**src/hdl/avsd_pkg.sv**
```systemverilog
// ----------------------------------------------------------------------------
// avsd_pkg
// Shared types and constants of the audio/video stream demultiplexer.
// ----------------------------------------------------------------------------
package avsd_pkg;

  // Audio ring geometry
  localparam int AUDIO_DEPTH = 256;
  localparam int PTR_W       = (AUDIO_DEPTH > 1) ? $clog2(AUDIO_DEPTH) : 1;

  // Field widths
  localparam int FUNC_W = 2;
  localparam int BYTE_W = 8;

  // Reset value of the run length register
  localparam logic [BYTE_W-1:0] RUN_LENGTH_RESET = 8'd14;

  // Input function codes
  localparam logic [FUNC_W-1:0] FUNC_STREAM  = 2'd0;
  localparam logic [FUNC_W-1:0] FUNC_TICK    = 2'd1;
  localparam logic [FUNC_W-1:0] FUNC_RESTART = 2'd2;

  // Result kinds
  localparam logic KIND_VIDEO = 1'b0;
  localparam logic KIND_AUDIO = 1'b1;

  typedef logic [PTR_W-1:0]  ptr_t;
  typedef logic [BYTE_W-1:0] byte_t;

endpackage

```
**src/hdl/avsd_ifs.sv**
```systemverilog
// ----------------------------------------------------------------------------
// avsd_ifs
// Valid/ready channel interfaces: input words, result words, config writes.
// ----------------------------------------------------------------------------
interface avsd_in_if import avsd_pkg::*; ();
  logic              valid;
  logic              ready;
  logic [FUNC_W-1:0] func;
  byte_t             stream_byte;

  modport source (output valid, output func, output stream_byte, input ready);
  modport sink   (input valid, input func, input stream_byte, output ready);
endinterface

interface avsd_out_if import avsd_pkg::*; ();
  logic  valid;
  logic  ready;
  logic  out_kind;
  byte_t out_value;

  modport source (output valid, output out_kind, output out_value, input ready);
  modport sink   (input valid, input out_kind, input out_value, output ready);
endinterface

interface avsd_cfg_if import avsd_pkg::*; ();
  logic  valid;
  logic  ready;
  byte_t video_run_length;

  modport source (output valid, output video_run_length, input ready);
  modport sink   (input valid, input video_run_length, output ready);
endinterface

```
**src/hdl/avsd_ram.sv**
```systemverilog
// ----------------------------------------------------------------------------
// avsd_ram
// Generic simple dual-port RAM: one write port, one read port, registered read.
// ----------------------------------------------------------------------------
module avsd_ram #(
  parameter int WIDTH = 8,
  parameter int DEPTH = 256
) (
  input  logic                                  clk,
  input  logic                                  we,
  input  logic [((DEPTH > 1) ? $clog2(DEPTH) : 1)-1:0] waddr,
  input  logic [WIDTH-1:0]                      wdata,
  input  logic                                  re,
  input  logic [((DEPTH > 1) ? $clog2(DEPTH) : 1)-1:0] raddr,
  output logic [WIDTH-1:0]                      rdata
);

  logic [WIDTH-1:0] mem [DEPTH];

  // Write port
  always_ff @(posedge clk) begin
    if (we) begin
      mem[waddr] <= wdata;
    end
  end

  // Read port, data holds while re is low
  always_ff @(posedge clk) begin
    if (re) begin
      rdata <= mem[raddr];
    end
  end

endmodule

```
**src/hdl/av_stream_demux_unit.sv**
```systemverilog
// ----------------------------------------------------------------------------
// av_stream_demux_unit
// Splits an interleaved video/audio byte stream into display and audio words.
// ----------------------------------------------------------------------------
// Usage:
//   in_ch   : one word per stream byte (func 0), audio sample tick (func 1)
//             or clip restart (func 2). func 3 is ignored.
//   out_ch  : display bytes (out_kind 0) and audio samples (out_kind 1).
//   cfg_ch  : writes video_run_length; always ready, write only when idle.
// A stream byte is passed as a display word until the phase counter reaches
// video_run_length; the next byte goes into the audio ring and gives no word.
// A tick reads the ring at the read pointer; entries never written read zero.
// Throughput: one input word per cycle, sustained while in_ch.ready stays high.
// An accepted word passes through the read stage, which takes the registered
// ring read, and then through the output register before it shows on out_ch.
// The ring lives in one RAM read at one port; a fill flag and the write
// pointer mark which entries were written, so reset needs no clearing pass
// and the block is ready the cycle after reset.
// When out_ch stalls, the output register holds its word and one more word
// waits in the read stage; in_ch.ready drops only when both are full.
// ----------------------------------------------------------------------------
module av_stream_demux_unit import avsd_pkg::*; (
  input  logic       clk,
  input  logic       rst_n,
  avsd_in_if.sink    in_ch,
  avsd_out_if.source out_ch,
  avsd_cfg_if.sink   cfg_ch
);

  // State
  byte_t run_len_r;
  byte_t phase_r, phase_nxt;
  ptr_t  wr_ptr_r, wr_ptr_nxt;
  ptr_t  rd_ptr_r, rd_ptr_nxt;
  logic  wrapped_r, wrapped_nxt;

  // Read stage
  logic  s1_v_r, s1_v_nxt;
  logic  s1_kind_r;
  byte_t s1_byte_r;
  logic  s1_zero_r;

  // Output register
  logic  s2_v_r, s2_v_nxt;
  logic  s2_kind_r;
  byte_t s2_value_r;

  logic  in_acc, s1_adv, s2_load;
  logic  is_stream, is_tick, hit, has_result;
  logic  ram_we, ram_re;
  byte_t ram_q;
  byte_t s1_value;

  // Config port
  assign cfg_ch.ready = 1'b1;

  always_ff @(posedge clk) begin
    if (!rst_n) begin
      run_len_r <= RUN_LENGTH_RESET;
    end else if (cfg_ch.valid) begin
      run_len_r <= cfg_ch.video_run_length;
    end
  end

  // Handshake and decode
  assign s2_load    = !s2_v_r || out_ch.ready;
  assign s1_adv     = !s1_v_r || s2_load;
  assign in_ch.ready = s1_adv;
  assign in_acc     = in_ch.valid && s1_adv;

  assign is_stream  = (in_ch.func == FUNC_STREAM);
  assign is_tick    = (in_ch.func == FUNC_TICK);
  assign hit        = (phase_r == run_len_r);
  assign has_result = is_tick || (is_stream && !hit);

  assign ram_we = in_acc && is_stream && hit;
  assign ram_re = in_acc && is_tick;

  // Counter and pointer updates
  always_comb begin
    phase_nxt   = phase_r;
    wr_ptr_nxt  = wr_ptr_r;
    rd_ptr_nxt  = rd_ptr_r;
    wrapped_nxt = wrapped_r;
    if (in_acc) begin
      case (in_ch.func)
        FUNC_STREAM: begin
          if (hit) begin
            phase_nxt = '0;
            if (wr_ptr_r == ptr_t'(AUDIO_DEPTH - 1)) begin
              wr_ptr_nxt  = '0;
              wrapped_nxt = 1'b1;
            end else begin
              wr_ptr_nxt = wr_ptr_r + 1'b1;
            end
          end else begin
            phase_nxt = phase_r + 1'b1;
          end
        end
        FUNC_TICK: begin
          if (rd_ptr_r == ptr_t'(AUDIO_DEPTH - 1)) begin
            rd_ptr_nxt = '0;
          end else begin
            rd_ptr_nxt = rd_ptr_r + 1'b1;
          end
        end
        FUNC_RESTART: begin
          phase_nxt = '0;
        end
        default: begin
        end
      endcase
    end
  end

  always_ff @(posedge clk) begin
    if (!rst_n) begin
      phase_r   <= '0;
      wr_ptr_r  <= '0;
      rd_ptr_r  <= '0;
      wrapped_r <= 1'b0;
    end else begin
      phase_r   <= phase_nxt;
      wr_ptr_r  <= wr_ptr_nxt;
      rd_ptr_r  <= rd_ptr_nxt;
      wrapped_r <= wrapped_nxt;
    end
  end

  // Audio ring
  avsd_ram #(
    .WIDTH (BYTE_W),
    .DEPTH (AUDIO_DEPTH)
  ) u_ring (
    .clk   (clk),
    .we    (ram_we),
    .waddr (wr_ptr_r),
    .wdata (in_ch.stream_byte),
    .re    (ram_re),
    .raddr (rd_ptr_r),
    .rdata (ram_q)
  );

  // Read stage: holds the word while the RAM data settles
  always_comb begin
    s1_v_nxt = s1_v_r;
    if (s1_adv) begin
      s1_v_nxt = in_acc && has_result;
    end
  end

  always_ff @(posedge clk) begin
    if (!rst_n) begin
      s1_v_r <= 1'b0;
    end else begin
      s1_v_r <= s1_v_nxt;
    end
  end

  always_ff @(posedge clk) begin
    if (in_acc) begin
      s1_kind_r <= is_tick ? KIND_AUDIO : KIND_VIDEO;
      s1_byte_r <= in_ch.stream_byte;
      // entry not yet written since reset reads as zero
      s1_zero_r <= !(wrapped_r || (rd_ptr_r < wr_ptr_r));
    end
  end

  always_comb begin
    if (s1_kind_r == KIND_AUDIO) begin
      s1_value = s1_zero_r ? '0 : ram_q;
    end else begin
      s1_value = s1_byte_r;
    end
  end

  // Output register
  always_comb begin
    s2_v_nxt = s2_v_r;
    if (s2_load) begin
      s2_v_nxt = s1_v_r;
    end
  end

  always_ff @(posedge clk) begin
    if (!rst_n) begin
      s2_v_r <= 1'b0;
    end else begin
      s2_v_r <= s2_v_nxt;
    end
  end

  always_ff @(posedge clk) begin
    if (s2_load && s1_v_r) begin
      s2_kind_r  <= s1_kind_r;
      s2_value_r <= s1_value;
    end
  end

  assign out_ch.valid     = s2_v_r;
  assign out_ch.out_kind  = s2_kind_r;
  assign out_ch.out_value = s2_value_r;

  // Checks
  a_s1_fill: assert property (@(posedge clk) disable iff (!rst_n)
    in_acc |=> (s1_v_r == $past(has_result)))
    else $error("read stage fill does not match accepted word");

  a_store_clears_phase: assert property (@(posedge clk) disable iff (!rst_n)
    ram_we |=> (phase_r == '0))
    else $error("phase counter not cleared after audio store");

  a_wrap_sticky: assert property (@(posedge clk) disable iff (!rst_n)
    wrapped_r |=> wrapped_r)
    else $error("ring fill flag dropped");

  a_s1_to_s2: assert property (@(posedge clk) disable iff (!rst_n)
    (s1_v_r && s2_load) |=> s2_v_r)
    else $error("word lost between read stage and output register");

endmodule
```
**src/flat_wrapper.sv**
```systemverilog
// flat-port wrapper written by rule: the top's interface ports become plain ports
module av_stream_demux_unit_flat import avsd_pkg::*;
  (clk, rst_n, in_ch_valid, in_ch_func, in_ch_stream_byte, in_ch_ready, out_ch_valid, out_ch_out_kind, out_ch_out_value, out_ch_ready, cfg_ch_valid, cfg_ch_video_run_length, cfg_ch_ready);
  avsd_in_if in_ch_i ();
  avsd_out_if out_ch_i ();
  avsd_cfg_if cfg_ch_i ();
  input  logic clk;
  input  logic rst_n;
  input wire logic [$bits(in_ch_i.valid)-1:0] in_ch_valid;
  input wire logic [$bits(in_ch_i.func)-1:0] in_ch_func;
  input wire logic [$bits(in_ch_i.stream_byte)-1:0] in_ch_stream_byte;
  output wire logic [$bits(in_ch_i.ready)-1:0] in_ch_ready;
  output wire logic [$bits(out_ch_i.valid)-1:0] out_ch_valid;
  output wire logic [$bits(out_ch_i.out_kind)-1:0] out_ch_out_kind;
  output wire logic [$bits(out_ch_i.out_value)-1:0] out_ch_out_value;
  input wire logic [$bits(out_ch_i.ready)-1:0] out_ch_ready;
  input wire logic [$bits(cfg_ch_i.valid)-1:0] cfg_ch_valid;
  input wire logic [$bits(cfg_ch_i.video_run_length)-1:0] cfg_ch_video_run_length;
  output wire logic [$bits(cfg_ch_i.ready)-1:0] cfg_ch_ready;
  assign in_ch_i.valid = in_ch_valid;
  assign in_ch_i.func = in_ch_func;
  assign in_ch_i.stream_byte = in_ch_stream_byte;
  assign in_ch_ready = in_ch_i.ready;
  assign out_ch_valid = out_ch_i.valid;
  assign out_ch_out_kind = out_ch_i.out_kind;
  assign out_ch_out_value = out_ch_i.out_value;
  assign out_ch_i.ready = out_ch_ready;
  assign cfg_ch_i.valid = cfg_ch_valid;
  assign cfg_ch_i.video_run_length = cfg_ch_video_run_length;
  assign cfg_ch_ready = cfg_ch_i.ready;
  av_stream_demux_unit u_core (.clk(clk), .rst_n(rst_n), .in_ch(in_ch_i), .out_ch(out_ch_i), .cfg_ch(cfg_ch_i));
endmodule
```
**config.mk**
```make
export PLATFORM = sky130hd
export DESIGN_NAME = av_stream_demux_unit_flat
export DESIGN_NICKNAME = d
export VERILOG_FILES = /design/src/hdl/avsd_pkg.sv /design/src/hdl/avsd_ifs.sv /design/src/hdl/avsd_ram.sv /design/src/hdl/av_stream_demux_unit.sv /design/src/flat_wrapper.sv
export SDC_FILE = /design/constraint.sdc
export NUM_CORES = 2
export LEC_CHECK = 0
export BUFFER_PORTS_ARGS = -buffer_cell sky130_fd_sc_hd__buf_2
export CAP_MARGIN = 25
export CORE_MARGIN = 4
export CORE_UTILIZATION = 40
export DETAILED_ROUTE_END_ITERATION = 10
export PLACE_DENSITY_LB_ADDON = 0.25
export SLEW_MARGIN = 5
export SYNTH_ARGS = -nofsm -noshare
export SYNTH_HDL_FRONTEND = slang
export SYNTH_SLANG_ARGS = --single-unit
```
**constraint.sdc**
```tcl
create_clock -name clk -period 3.06 [get_ports clk]
set_input_delay 0.612 -clock clk [delete_from_list [all_inputs] [get_ports clk]]
set_output_delay 0.612 -clock clk [all_outputs]
set_load 0.02 [all_outputs]
```
==> out/results.txt <==
Post-route setup TNS = -0.00448 ns
Finished Layout Cells = 7794
Grt total ovfl = 0
Slew headroom = 35.1%
Slew Limit Fails = 0
# rows = 166
Initial core utilization = 40.3%
Initial antenna violation count = 6
Remaining antenna violation count after routing = 0
FF-to-FF Start = u_core.rd_ptr_r[0]
Asr flop ratio synth = 0%
Place WS = -0.607 ns
Seq/Total Area, Yosys = 76.1%
DRT iter0 DRCs = 5898
Core area = 0.205 mm^2
HP Start = in_ch_stream_byte[3]
Min Tclk post-route = 3.06 ns
Top-area cell type share of the netlist area = 75.3%
Max frequency = 326 MHz
Synth Instances = 4120
DP HPWL = 156000 um
Dpl cells = 7353
Worst-case clock skew = 0.0317 ns
P_leak = 31.7 nW
Outcome = finished with violations
Top cells by area, synth = edfxtp_1 (75%), mux4_2 (11%), mux2i_1 (2.6%)
TritonCTS Buffers = 208
Clock slew at reported path FFs = 0.06 ns
Cell taking the most area after synthesis = edfxtp_1
RePlAce Congestion = 0.858
Hold WC Path Type = in -> reg
Largest net degree at the start of global routing = 130
WL final = 240000 um
Worst EP arrival = 3.64 ns
Hold Crit Depth = 1
CP Launch Type = flip-flop
Max Cap Viol = 0
First-pass GRT wire length = 339000 um
Slowest Stage Delay on Critical Path = 0.55 ns
Htree depth = 4
Clock Sinks = 2110
Synth unique cells = 91
Hold EP = u_core.u_ring.mem[106][3]
Syn_nets = 4156
Commonest cells post-synth = edfxtp_1 (2075), mux4_2 (397), nor2_1 (339)
#FFs+latches synth = 2110
Layout Utilization = 48.4%
Number of buffers and inverters on the critical path = 4
Post-synth EDFFs = 2075
Die area = 0.214 mm^2
CP max FO = 7
CTS tree = built
CTS root buf = clkbuf_16
Layout area overhead = 20.0%
Drt pass-1 iters = 6
Layout Nets = 4965
Most used DFF post-synth = edfxtp_1
Hold Vio Cnt, Final = 0
Most common cell in the netlist = edfxtp_1
CP delay by family, top = compound AO/OA/AOI/OAI gates
Failing checks = negative setup slack
Actual slew at the worst max-slew pin = 0.974 ns
Worst R2R Setup Slack = -0.004 ns
Residual DRC = 0
Total number of vias = 44876
CP Class = reg -> reg
Total GRT Usage = 22.0%
Critical Path RT = 3.64 ns
RSZ-0062 raised after global routing = true
CP max-delay cell = mux4_2
P per Cell Area = 598 mW/mm^2
Worst R2R Path Depth = 10
Vias in the first global route = 44323
Power, Total = 0.0594 W
Period utilization = 100%
CP endpoint kind = flip-flop
Vias/cell = 5.76
Later-pin clock latency in the skew report = 0.85 ns
Die Ht = 463 um
Setup Viol. Count Final = 1
Worst vdd ir = 0.562 mV
Worst path cell trace = buf_12 > buf_8 > buf_12 > buf_4 > mux4_2 > and3_2 > a2111oi_0 > and4_1 > a311oi_1 > a211o_1
Most common cell type on the critical path = buf_12
Fraction of layout cells with a size suffix above 1 = 32.2%
Syn avg cell area = 20.1 um^2
Mapped Area = 0.0828 mm^2
I/O Buffers = 33
Final Worst Setup Slack = -0.00448 ns
Die X-Extent = 463 um
FF-to-FF End = u_core.u_ring.rdata[3]
Synth warn = 0
# IOs = 35
Filler cells = 16794
Maximum clock path buffer count = 3
Avg WL per Cell = 30.8 um
-- cells by family (layout without fill, tap and decap cells) --
kind of cell             count (synthesis)  in the layout  share of synthesized area (%)
flip-flops                            2110           2110                           76.1
multiplexers                           644            644                           14.2
AND/OR/NAND/NOR                        604            604                           3.18
AO/OA/AOI/OAI                          459            459                           3.92
buffers and inverters                  264           1249                           2.15
XOR/XNOR                                25             25                          0.265
adder cells (fa/ha/maj)                 13             13                          0.197
other                                    1              2                        0.00453
-- layout make-up --
class,instances,area (um^2),share of cell area (%)
flip-flops and latches,2110,63000,63.5
well taps,2688,3360,3.39
repair buffers,841,7610,7.67
clock buffers,252,5420,5.46
diodes,1,2.50,0.00252
clock inverters,134,1390,1.39
multi-input cells,1746,18400,18.6
inverters,22,82.6,0.0831
-- metrics by stage --
stage / cell area (um^2) / hold WS [ns]
2_1_floorplan: 82800 / 0.424
3_3_place_gp: 91400 / 0.452
3_5_place_dp: 91400 / 0.458
4_1_cts: 98800 / 0.0522
5_1_grt: 99300 / 0.0758
6_report: 99300 / 0.109
-- sequential cells by signal (all words and copies together), names as in the netlist --
| signal | flops |
|---|---|
| u_core.s1_kind_r | 1 |
| u_core.out_ch.out_value | 8 |
| u_core.u_ring.mem | 2048 |
| u_core.out_ch.out_kind | 1 |
| u_core.wr_ptr_r | 8 |
| u_core.wrapped_r | 1 |
| u_core.run_len_r | 8 |
| u_core.s1_zero_r | 1 |
| u_core.out_ch.valid | 1 |
| u_core.u_ring.rdata | 8 |
| u_core.s1_v_r | 1 |
| u_core.rd_ptr_r | 8 |
| u_core.phase_r | 8 |
| u_core.s1_byte_r | 8 |
-- placed cells by master, fill, tap and decap left out, types with 12 or more instances in the layout --
master / instances
clkinv_1: 55
mux4_1: 15
o211ai_1: 21
nor2_1: 336
a22oi_1: 58
nor2b_1: 24
edfxtp_1: 2075
nor3_1: 19
a22o_1: 14
buf_4: 690
buf_2: 25
a211oi_1: 13
bufinv_16: 22
ha_1: 13
o22ai_1: 38
dfxtp_1: 28
a221oi_1: 36
clkinv_2: 32
a21oi_1: 86
mux2_2: 18
mux4_2: 399
mux2i_1: 207
buf_6: 14
and3_1: 12
buf_12: 85
o221ai_1: 18
clkbuf_16: 212
o21ai_0: 48
xnor2_1: 18
clkbuf_1: 41
inv_1: 20
nand2_1: 107
nand3_1: 24
-- layer usage --
layer / routed length, um / global-route usage [%] / up-vias
met4: 7620 / 6.63 / 0
met5: 0 / 0 / -
met3: 20100 / 4.55 / 375
li1: - / - / 18627
met1: 98300 / 30.7 / 23810
met2: 114000 / 35.1 / 2064
-- worst max path at each step --
stage	startpoint	endpoint	slack, ns	depth (start not counted)
5_1_grt	u_core.rd_ptr_r[0]	u_core.u_ring.rdata[3]	-0.04	11
3_3_place_gp	u_core.rd_ptr_r[0]	u_core.u_ring.rdata[2]	-0.63	10
3_5_place_dp	u_core.rd_ptr_r[0]	u_core.u_ring.rdata[7]	-0.61	9
6_report	u_core.rd_ptr_r[0]	u_core.u_ring.rdata[3]	-0.004	10
2_1_floorplan	out_ch_ready	u_core.u_ring.mem[160][0]	-0.008	8
4_1_cts	u_core.rd_ptr_r[0]	u_core.u_ring.rdata[0]	0.002	8
-- power by group --
group | leakage (nW) | switching [W] | internal, W
clock | 3.29 | 0.0111 | 0.0145
combinational | 9.50 | 0.00117 | 0.000850
sequential | 18.9 | 0.0000182 | 0.0317
-- timing repair --
action                                  CTS  global route
pin swaps                                13            16
gates resized for setup                  60            58
hold buffers                              8             0
hold endpoints to repair                  8             0
buffers inserted                         17            28
endpoints found under the setup margin    8             8
gates cloned                              1             2
Note: power is estimated with default switching activity, not from simulation.
